[src/design/gdnd_pkg.sv]
// ----------------------------------------------------------------------------
// gdnd_pkg
// Shared types, constants and lookup functions for the next-day date unit.
// ----------------------------------------------------------------------------
package gdnd_pkg;

  localparam int unsigned DATE_W  = 27;
  localparam int unsigned YEAR_W  = 14;
  localparam int unsigned MONTH_W = 4;
  localparam int unsigned DAY_W   = 5;
  localparam int unsigned DOY_W   = 9;
  localparam int unsigned DIM_W   = 5;
  localparam int unsigned DIGIT_W = 7;
  localparam int unsigned IDX_W   = 4;
  localparam int unsigned Q100_W  = 21;
  localparam int unsigned YC_W    = 8;
  localparam int unsigned PACK_W  = 28;

  // floor(n / 100) for n < 2**27
  localparam logic [27:0] M100   = 28'd171798692;
  localparam int unsigned SH100  = 34;
  localparam int unsigned P100_W = DATE_W + 28;
  // floor(n / 10000) for n < 2**27
  localparam logic [26:0] M10K   = 27'd109951163;
  localparam int unsigned SH10K  = 40;
  localparam int unsigned P10K_W = DATE_W + 27;
  // floor(y / 100) for y < 2**14
  localparam logic [14:0] MY     = 15'd20972;
  localparam int unsigned SHY    = 21;
  localparam int unsigned PY_W   = YEAR_W + 15;

  localparam logic [DATE_W-1:0] NEXT_DATE_MAX = 27'd99991231;
  localparam logic [PACK_W-1:0] YEAR_LIMIT    = 28'd100000000;

  localparam logic [DIGIT_W-1:0] MONTH_JAN = 7'd1;
  localparam logic [DIGIT_W-1:0] MONTH_FEB = 7'd2;
  localparam logic [DIGIT_W-1:0] MONTH_DEC = 7'd12;
  localparam logic [IDX_W-1:0]   IDX_MAR   = 4'd2;
  localparam logic [IDX_W-1:0]   IDX_LAST  = 4'd12;

  typedef struct packed {
    logic [DATE_W-1:0] date;
    logic [DATE_W-1:0] other_date;
  } request_t;

  typedef struct packed {
    logic [DATE_W-1:0]  next_date;
    logic [YEAR_W-1:0]  year;
    logic [MONTH_W-1:0] month;
    logic [DAY_W-1:0]   day_of_month;
    logic [DOY_W-1:0]   day_of_year;
    logic [DIM_W-1:0]   days_in_month;
    logic               leap_year;
    logic               is_earlier;
    logic               year_overflow;
  } result_t;

  function automatic logic [DOY_W-1:0] prior_days(input logic [IDX_W-1:0] idx);
    logic [DOY_W-1:0] r;
    unique case (idx)
      4'd0:    r = 9'd0;
      4'd1:    r = 9'd31;
      4'd2:    r = 9'd59;
      4'd3:    r = 9'd90;
      4'd4:    r = 9'd120;
      4'd5:    r = 9'd151;
      4'd6:    r = 9'd181;
      4'd7:    r = 9'd212;
      4'd8:    r = 9'd243;
      4'd9:    r = 9'd273;
      4'd10:   r = 9'd304;
      4'd11:   r = 9'd334;
      4'd12:   r = 9'd365;
      default: r = 9'd0;
    endcase
    return r;
  endfunction

  function automatic logic [DIM_W-1:0] month_length(input logic [DIGIT_W-1:0] m,
                                                   input logic leap);
    logic [DIM_W-1:0] r;
    unique case (m)
      7'd4, 7'd6, 7'd9, 7'd11:                   r = 5'd30;
      7'd1, 7'd3, 7'd5, 7'd7, 7'd8, 7'd10, 7'd12: r = 5'd31;
      MONTH_FEB:                                 r = leap ? 5'd29 : 5'd28;
      default:                                   r = 5'd28;
    endcase
    return r;
  endfunction

endpackage

[src/design/gdnd_request_if.sv]
// ----------------------------------------------------------------------------
// gdnd_request_if
// Valid/ready channel carrying a pair of packed dates.
// ----------------------------------------------------------------------------
interface gdnd_request_if;
  logic               valid;
  logic               ready;
  gdnd_pkg::request_t payload;

  modport source (output valid, output payload, input ready);
  modport sink (input valid, input payload, output ready);
endinterface

[src/design/gdnd_result_if.sv]
// ----------------------------------------------------------------------------
// gdnd_result_if
// Valid/ready channel carrying one next-day result.
// ----------------------------------------------------------------------------
interface gdnd_result_if;
  logic              valid;
  logic              ready;
  gdnd_pkg::result_t payload;

  modport source (output valid, output payload, input ready);
  modport sink (input valid, input payload, output ready);
endinterface

[src/design/gdnd_repack.sv]
// ----------------------------------------------------------------------------
// gdnd_repack
// Recombine year, month and day into yyyymmdd, saturate at year 10000.
// ----------------------------------------------------------------------------
module gdnd_repack (
  input  logic [gdnd_pkg::YEAR_W-1:0]  year,
  input  logic [gdnd_pkg::DIGIT_W-1:0] month,
  input  logic [gdnd_pkg::DIGIT_W-1:0] day,
  output logic [gdnd_pkg::DATE_W-1:0]  packed_date,
  output logic                         overflow
);

  logic [gdnd_pkg::PACK_W-1:0] sum;

  always_comb begin
    sum = gdnd_pkg::PACK_W'(year) * gdnd_pkg::PACK_W'(10000)
        + gdnd_pkg::PACK_W'(month) * gdnd_pkg::PACK_W'(100)
        + gdnd_pkg::PACK_W'(day);
    overflow = (sum >= gdnd_pkg::YEAR_LIMIT);
    packed_date = overflow ? gdnd_pkg::NEXT_DATE_MAX : sum[gdnd_pkg::DATE_W-1:0];
  end

endmodule

[src/design/gregorian_date_next_day.sv]
// ----------------------------------------------------------------------------
// gregorian_date_next_day
// Split a packed yyyymmdd date, report leap year, month length and day of
// year, and give the following day packed again.
//
//   channel   modport  payload    per transfer
//   request   sink     request_t  date, other_date
//   result    source   result_t   next_date and calendar fields
//
// Five register stages; one transfer per cycle unless the result side stalls.
// The reciprocal multiplies for /100 and /10000 set the stage depth.
// Reset clears the stage valid bits only.
// A stalled result holds its stage; bubbles ahead of it still fill.
// ----------------------------------------------------------------------------
module gregorian_date_next_day (
  input  logic                 clk,
  input  logic                 rst,
  gdnd_request_if.sink         request,
  gdnd_result_if.source        result
);

  logic adv1, adv2, adv3, adv4, adv5;

  // stage 1
  logic                           s1_valid;
  logic [gdnd_pkg::DATE_W-1:0]    s1_date;
  logic                           s1_earlier;
  logic [gdnd_pkg::P100_W-1:0]    s1_p100;
  logic [gdnd_pkg::P10K_W-1:0]    s1_p10k;

  // stage 2
  logic                           s2_valid;
  logic [gdnd_pkg::YEAR_W-1:0]    s2_year;
  logic [gdnd_pkg::DIGIT_W-1:0]   s2_month;
  logic [gdnd_pkg::DIGIT_W-1:0]   s2_day;
  logic [gdnd_pkg::PY_W-1:0]      s2_py;
  logic                           s2_earlier;
  logic [gdnd_pkg::Q100_W-1:0]    q100;
  logic [gdnd_pkg::YEAR_W-1:0]    year_q;
  logic [gdnd_pkg::DATE_W-1:0]    day_rem;
  logic [gdnd_pkg::Q100_W-1:0]    month_rem;

  // stage 3
  logic                           s3_valid;
  logic [gdnd_pkg::YEAR_W-1:0]    s3_year;
  logic [gdnd_pkg::DIGIT_W-1:0]   s3_month;
  logic [gdnd_pkg::DIGIT_W-1:0]   s3_day;
  logic                           s3_leap;
  logic                           s3_earlier;
  logic [gdnd_pkg::YC_W-1:0]      cent;
  logic [gdnd_pkg::YEAR_W-1:0]    cent_rem;
  logic                           leap_next;

  // stage 4
  logic                           s4_valid;
  logic [gdnd_pkg::YEAR_W-1:0]    s4_year;
  logic [gdnd_pkg::DIGIT_W-1:0]   s4_month;
  logic [gdnd_pkg::DIGIT_W-1:0]   s4_day;
  logic [gdnd_pkg::DOY_W-1:0]     s4_doy;
  logic [gdnd_pkg::DIM_W-1:0]     s4_dim;
  logic                           s4_leap;
  logic                           s4_earlier;
  logic [gdnd_pkg::YEAR_W-1:0]    s4_ny;
  logic [gdnd_pkg::DIGIT_W-1:0]   s4_nm;
  logic [gdnd_pkg::DIGIT_W-1:0]   s4_nd;
  logic [gdnd_pkg::IDX_W-1:0]     idx;
  logic [gdnd_pkg::DIM_W-1:0]     dim_next;
  logic [gdnd_pkg::DOY_W-1:0]     doy_next;
  logic [gdnd_pkg::YEAR_W-1:0]    ny_next;
  logic [gdnd_pkg::DIGIT_W-1:0]   nm_next;
  logic [gdnd_pkg::DIGIT_W-1:0]   nd_next;

  // stage 5
  logic                           res_valid;
  gdnd_pkg::result_t              res;
  logic [gdnd_pkg::DATE_W-1:0]    packed_next;
  logic                           overflow_next;

  assign adv5 = !res_valid || result.ready;
  assign adv4 = !s4_valid || adv5;
  assign adv3 = !s3_valid || adv4;
  assign adv2 = !s2_valid || adv3;
  assign adv1 = !s1_valid || adv2;

  assign request.ready  = adv1;
  assign result.valid   = res_valid;
  assign result.payload = res;

  // stage 1: reciprocal products, ordering compare
  always_ff @(posedge clk) begin
    if (rst) begin
      s1_valid <= 1'b0;
    end else if (adv1) begin
      s1_valid <= request.valid;
    end
    if (adv1) begin
      s1_date    <= request.payload.date;
      s1_earlier <= (request.payload.date < request.payload.other_date);
      s1_p100    <= gdnd_pkg::P100_W'(request.payload.date)
                  * gdnd_pkg::P100_W'(gdnd_pkg::M100);
      s1_p10k    <= gdnd_pkg::P10K_W'(request.payload.date)
                  * gdnd_pkg::P10K_W'(gdnd_pkg::M10K);
    end
  end

  // stage 2: quotients and digit pairs, century product
  always_comb begin
    q100      = s1_p100[gdnd_pkg::SH100 +: gdnd_pkg::Q100_W];
    year_q    = s1_p10k[gdnd_pkg::SH10K +: gdnd_pkg::YEAR_W];
    day_rem   = s1_date - gdnd_pkg::DATE_W'(q100) * gdnd_pkg::DATE_W'(100);
    month_rem = q100 - gdnd_pkg::Q100_W'(year_q) * gdnd_pkg::Q100_W'(100);
  end

  always_ff @(posedge clk) begin
    if (rst) begin
      s2_valid <= 1'b0;
    end else if (adv2) begin
      s2_valid <= s1_valid;
    end
    if (adv2) begin
      s2_year    <= year_q;
      s2_month   <= month_rem[gdnd_pkg::DIGIT_W-1:0];
      s2_day     <= day_rem[gdnd_pkg::DIGIT_W-1:0];
      s2_py      <= gdnd_pkg::PY_W'(year_q) * gdnd_pkg::PY_W'(gdnd_pkg::MY);
      s2_earlier <= s1_earlier;
    end
  end

  // stage 3: leap year
  always_comb begin
    cent      = s2_py[gdnd_pkg::SHY +: gdnd_pkg::YC_W];
    cent_rem  = s2_year - gdnd_pkg::YEAR_W'(cent) * gdnd_pkg::YEAR_W'(100);
    leap_next = (cent_rem == '0) ? (cent[1:0] == 2'b00) : (s2_year[1:0] == 2'b00);
  end

  always_ff @(posedge clk) begin
    if (rst) begin
      s3_valid <= 1'b0;
    end else if (adv3) begin
      s3_valid <= s2_valid;
    end
    if (adv3) begin
      s3_year    <= s2_year;
      s3_month   <= s2_month;
      s3_day     <= s2_day;
      s3_leap    <= leap_next;
      s3_earlier <= s2_earlier;
    end
  end

  // stage 4: month length, day of year, next day fields
  always_comb begin
    priority if (s3_month == '0) begin
      idx = '0;
    end else if (s3_month > gdnd_pkg::MONTH_DEC) begin
      idx = gdnd_pkg::IDX_LAST;
    end else begin
      idx = gdnd_pkg::IDX_W'(s3_month - gdnd_pkg::MONTH_JAN);
    end
    dim_next = gdnd_pkg::month_length(s3_month, s3_leap);
    doy_next = gdnd_pkg::prior_days(idx)
             + gdnd_pkg::DOY_W'(s3_leap && (idx >= gdnd_pkg::IDX_MAR))
             + gdnd_pkg::DOY_W'(s3_day);
    if (s3_day == gdnd_pkg::DIGIT_W'(dim_next)) begin
      nd_next = gdnd_pkg::DIGIT_W'(1);
      if (s3_month == gdnd_pkg::MONTH_DEC) begin
        nm_next = gdnd_pkg::MONTH_JAN;
        ny_next = s3_year + gdnd_pkg::YEAR_W'(1);
      end else begin
        nm_next = s3_month + gdnd_pkg::DIGIT_W'(1);
        ny_next = s3_year;
      end
    end else begin
      nd_next = s3_day + gdnd_pkg::DIGIT_W'(1);
      nm_next = s3_month;
      ny_next = s3_year;
    end
  end

  always_ff @(posedge clk) begin
    if (rst) begin
      s4_valid <= 1'b0;
    end else if (adv4) begin
      s4_valid <= s3_valid;
    end
    if (adv4) begin
      s4_year    <= s3_year;
      s4_month   <= s3_month;
      s4_day     <= s3_day;
      s4_doy     <= doy_next;
      s4_dim     <= dim_next;
      s4_leap    <= s3_leap;
      s4_earlier <= s3_earlier;
      s4_ny      <= ny_next;
      s4_nm      <= nm_next;
      s4_nd      <= nd_next;
    end
  end

  // stage 5: repack into the output register
  gdnd_repack u_repack (
    .year        (s4_ny),
    .month       (s4_nm),
    .day         (s4_nd),
    .packed_date (packed_next),
    .overflow    (overflow_next)
  );

  always_ff @(posedge clk) begin
    if (rst) begin
      res_valid <= 1'b0;
    end else if (adv5) begin
      res_valid <= s4_valid;
    end
    if (adv5) begin
      res.next_date     <= packed_next;
      res.year          <= s4_year;
      res.month         <= s4_month[gdnd_pkg::MONTH_W-1:0];
      res.day_of_month  <= s4_day[gdnd_pkg::DAY_W-1:0];
      res.day_of_year   <= s4_doy;
      res.days_in_month <= s4_dim;
      res.leap_year     <= s4_leap;
      res.is_earlier    <= s4_earlier;
      res.year_overflow <= overflow_next;
    end
  end

endmodule

[src/flat_wrapper.sv]
// flat-port wrapper written by rule: the top's interface ports become plain ports
module gregorian_date_next_day_flat 
  (clk, rst, request_valid, request_payload, request_ready, result_valid, result_payload, result_ready);
  gdnd_request_if request_i ();
  gdnd_result_if result_i ();
  input  logic clk;
  input  logic rst;
  input wire logic [$bits(request_i.valid)-1:0] request_valid;
  input wire logic [$bits(request_i.payload)-1:0] request_payload;
  output wire logic [$bits(request_i.ready)-1:0] request_ready;
  output wire logic [$bits(result_i.valid)-1:0] result_valid;
  output wire logic [$bits(result_i.payload)-1:0] result_payload;
  input wire logic [$bits(result_i.ready)-1:0] result_ready;
  assign request_i.valid = request_valid;
  assign request_i.payload = request_payload;
  assign request_ready = request_i.ready;
  assign result_valid = result_i.valid;
  assign result_payload = result_i.payload;
  assign result_i.ready = result_ready;
  gregorian_date_next_day u_core (.clk(clk), .rst(rst), .request(request_i), .result(result_i));
endmodule
[config.mk]
export PLATFORM = sky130hd
export DESIGN_NAME = gregorian_date_next_day_flat
export DESIGN_NICKNAME = d
export VERILOG_FILES = /design/src/design/gdnd_pkg.sv /design/src/design/gdnd_request_if.sv /design/src/design/gdnd_result_if.sv /design/src/design/gdnd_repack.sv /design/src/design/gregorian_date_next_day.sv /design/src/flat_wrapper.sv
export SDC_FILE = /design/constraint.sdc
export NUM_CORES = 2
export LEC_CHECK = 0
export ABC_AREA = 0
export BUFFER_PORTS_ARGS = -buffer_cell sky130_fd_sc_hd__buf_2
export CAP_MARGIN = 5
export CORE_MARGIN = 10
export CORE_UTILIZATION = 40
export CTS_CLUSTER_SIZE = 14
export DETAILED_ROUTE_END_ITERATION = 8
export GPL_ROUTABILITY_DRIVEN = 1
export PLACE_DENSITY = 0.59
export SETUP_SLACK_MARGIN = 0.1
export SYNTH_ARGS = -nofsm -noshare
export SYNTH_HDL_FRONTEND = slang
export SYNTH_SLANG_ARGS = --single-unit
[constraint.sdc]
create_clock -name clk -period 6.5 [get_ports clk]
set_input_delay 0.325 -clock clk [delete_from_list [all_inputs] [get_ports clk]]
set_output_delay 0.325 -clock clk [all_outputs]
set_load 0.02 [all_outputs]
==> impl_metrics.py <==
metrics = {
    "run_status": {
        "status": "complete, no violations",
    },
    "yosys": {
        "ys_seq_area_frac": 0.182,
        "synth_compound_area_frac": 0.0598,
        "syn-cell-area_sq_um": 37500,
        "ys_warn_count": 0,
        "synth_edf_count": 224,
        "synthTopCellsByCount": "inv_1 (1011), ha_1 (732), fa_1 (620), edfxtp_1 (224), a21oi_1 (102)",
        "postSynthCellCount": 3413,
        "yosys_register_bits": 229,
        "avgSynthCellArea_sq_um": 11.0,
        "synth_top_family_by_area": "adder cells",
        "synth_area_leaders": "fa_1 (33%), ha_1 (24%), edfxtp_1 (18%)",
        "post-synth-top-count-cell": "inv_1",
        "synth_mux_area_frac": 0.00144,
        "yosysTopAreaCell": "fa_1",
        "synth_fa_ha_area_frac": 0.576,
        "ys_types": 73,
        "yosys.area_share.simple": 0.0437,
        "async_reset_ff_frac": 0,
        "synth_top_area_frac": 0.331,
        "ys.flop_type": "edfxtp_1",
        "synth_xor_xnor_area_share": 0.0339,
    },
    "drt": {
        "vias": 24700,
        "final_antenna_net_count": 0,
        "wl_mm": 98.8,
        "drt_first_pass_iters": 5,
        "post-route-drc-count": 0,
        "vias_per_cell": 4.78,
        "drt_iter0_drc": 1253,
        "drt-wirelength-per-cell_um": 19.1,
    },
    "worst_hold_path": {
        "hold_start": "rst",
        "min_delay_path_depth": 2,
        "worstHoldPathType": "input port to flip-flop",
        "min_to": "u_core.s1_valid$_SDFFE_PP0P_",
    },
    "cts": {
        "cts_sinks": 229,
        "clk_latency_ns": 0.55,
        "cts_tree": "done",
        "htreeDepth": 1,
        "numCtsBuffers": 27,
        "clockRootBuffer": "clkbuf_16",
        "holdBufCountCts": 0,
        "clk_path_buf_depth": 3,
        "path_clk_slew_ns": 0.06,
    },
    "sta": {
        "maxSlewViolCount": 0,
        "max_slew_margin": 0.234,
        "fmax_mhz": 161,
        "fin_ws_ns": 0.286,
        "finalCritPeriodShare": 0.956,
        "setup_viol": 0,
        "fin_crit_ns": 6.21,
        "finalClockSkew_ns": 0.0193,
        "hold_viol_final": 0,
        "tightest_slew_ns": 1.15,
        "rsz0062_at_grt": "no",
    },
    "global_route": {
        "grt_pass1_vias": 26400,
        "antenna_found_initial": 2,
        "grt_pass1_wl_mm": 154,
        "overflow": 0,
        "grt_usage": 0.188,
        "grt_max_degree": 41,
    },
    "placed_design": {
        "place_hpwl_mm": 89.5,
        "pre_cts_slack_ns": -0.680,
        "port_buffers": 123,
        "gp_congestion": 0.986,
    },
    "worst_setup_path": {
        "end_kind": "flip-flop",
        "start_kind": "input port",
        "required_ns": 6.78,
        "cp_max_fo": 6,
        "timing.rr.end": "u_core.result.payload[47]$_SDFFCE_PP1P_",
        "crit_slowest_cell": "fa_1",
        "rr_worst_depth": 24,
        "reg2reg_slack_ns": 0.50,
        "crit_top_cell": "fa_1",
        "max_stage_delay_ns": 0.54,
        "r2r_start": "u_core.s4_ny[6]$_DFFE_PP_",
        "worstPathArrival_ns": 6.50,
        "crit_type": "input port to flip-flop",
    },
    "finish": {
        "synthToLayoutAreaGrowth_pct": 16.3,
        "drive_gt1_frac": 0.148,
        "diodes": 0,
        "fill_cells": 8775,
        "fin_nets": 5311,
    },
    "floorplanning": {
        "dieArea_sq_um": 106000,
        "fp.dieH_um": 326,
        "rows": 112,
        "initial_core_util": 0.402,
        "num_io_pins": 127,
        "core_sq_um": 93200,
        "die_w_um": 326,
    },
    "run": {
        "cap_violations": 0,
    },
}
==> state kept, by name, summed over array words and instances, names as in the netlist, 8 cells and up <==
register	count
u_core.result.payload	64
u_core.s1_p10k	15
u_core.s2_year	14
u_core.s3_year	14
u_core.s4_ny	14
u_core.s4_year	14
u_core.s4_doy	9
u_core.s2_py	8
==> area by class of cell <==
class	instances	area (sq um)	share of cell area
timing repair buffer	467	3340	0.0767
multi-input combinational	2164	27200	0.623
tap	1254	1570	0.0360
inverter	1012	3800	0.0872
clock buffer	40	754	0.0173
clock inverter	10	114	0.00261
sequential	229	6830	0.157
==> worst max-delay path: cells and delay by family <==
family | cells | cell delay, ns
fa+ha+maj | 8 | 3.64
simple gates | 6 | 0.94
compound gates | 3 | 0.77
buf+inv | 7 | 0.68
xor+xnor | 1 | 0.10
==> metal layers <==
metal | share of wire | track usage | up-vias
met5 | 0.00027 | 0 | -
met4 | 0.023 | 0.0384 | 4
met3 | 0.058 | 0.0251 | 106
met2 | 0.47 | 0.310 | 556
met1 | 0.45 | 0.263 | 12200
li1 | - | - | 11900
==> how the worst max path moves through the flow <==
stage,to,start,depth (start not counted)
finish,u_core.s1_p10k[52]$_DFFE_PP_,request_payload[36],25
global route,u_core.result.payload[47]$_SDFFCE_PP1P_,u_core.s4_ny[4]$_DFFE_PP_,25
CTS,u_core.s1_p10k[52]$_DFFE_PP_,request_payload[37],25
detailed placement,u_core.s1_p10k[44]$_DFFE_PP_,request_payload[38],26
global placement,u_core.s1_p10k[44]$_DFFE_PP_,request_payload[38],26
floorplan,u_core.s1_p10k[44]$_DFFE_PP_,request_payload[35],23
==> kinds of logic (layout without fill, tap and decap cells) <==
family,Yosys count,in the layout
fa+ha+maj,1352,1352
buf+inv,1022,1529
mux,5,5
simple gates,320,320
flops,229,229
other cells,1,3
xor+xnor,144,144
compound gates,340,340
==> cell usage in the layout, fill, tap and decap left out, drive strengths merged, types with 19 or more instances in the layout <==
| cell | count |
|---|---|
| buf | 464 |
| nand3 | 30 |
| o21a | 21 |
| a21o | 67 |
| a21oi | 104 |
| nor3 | 27 |
| nand2b | 19 |
| xnor2 | 99 |
| nor2 | 80 |
| inv | 1014 |
| edfxtp | 224 |
| nand2 | 69 |
| xor2 | 45 |
| o21ai | 52 |
| fa | 620 |
| ha | 732 |
| nand4 | 35 |
| clkbuf | 43 |
==> repair_timing <==
| item | in CTS | in global routing |
|---|---|---|
| setup endpoints to repair | 10 | 41 |
| gates resized for setup | 5 | 73 |
| hold endpoints to repair | 0 | 0 |
| setup buffers | 0 | 5 |
| pin swaps | 0 | 38 |
==> stage by stage <==
step | instances | setup TNS [ns] | hold WS [ns] | cell area, sq um | util
floorplan | 3415 | 0 | 0.394 | 37500 | -
global placement | 5121 | -6.45 | 0.401 | 42200 | 0.453
detailed placement | 5121 | -7.79 | 0.405 | 42200 | 0.453
CTS | 5171 | 0 | 0.00512 | 43100 | 0.463
global route | 5176 | 0 | 0.0503 | 43600 | 0.467
finish | 5176 | 0 | 0.0485 | 43600 | 0.467
Power is not shown: default switching activity piles up to over one toggle a cycle in this logic, so the estimate is an artifact.
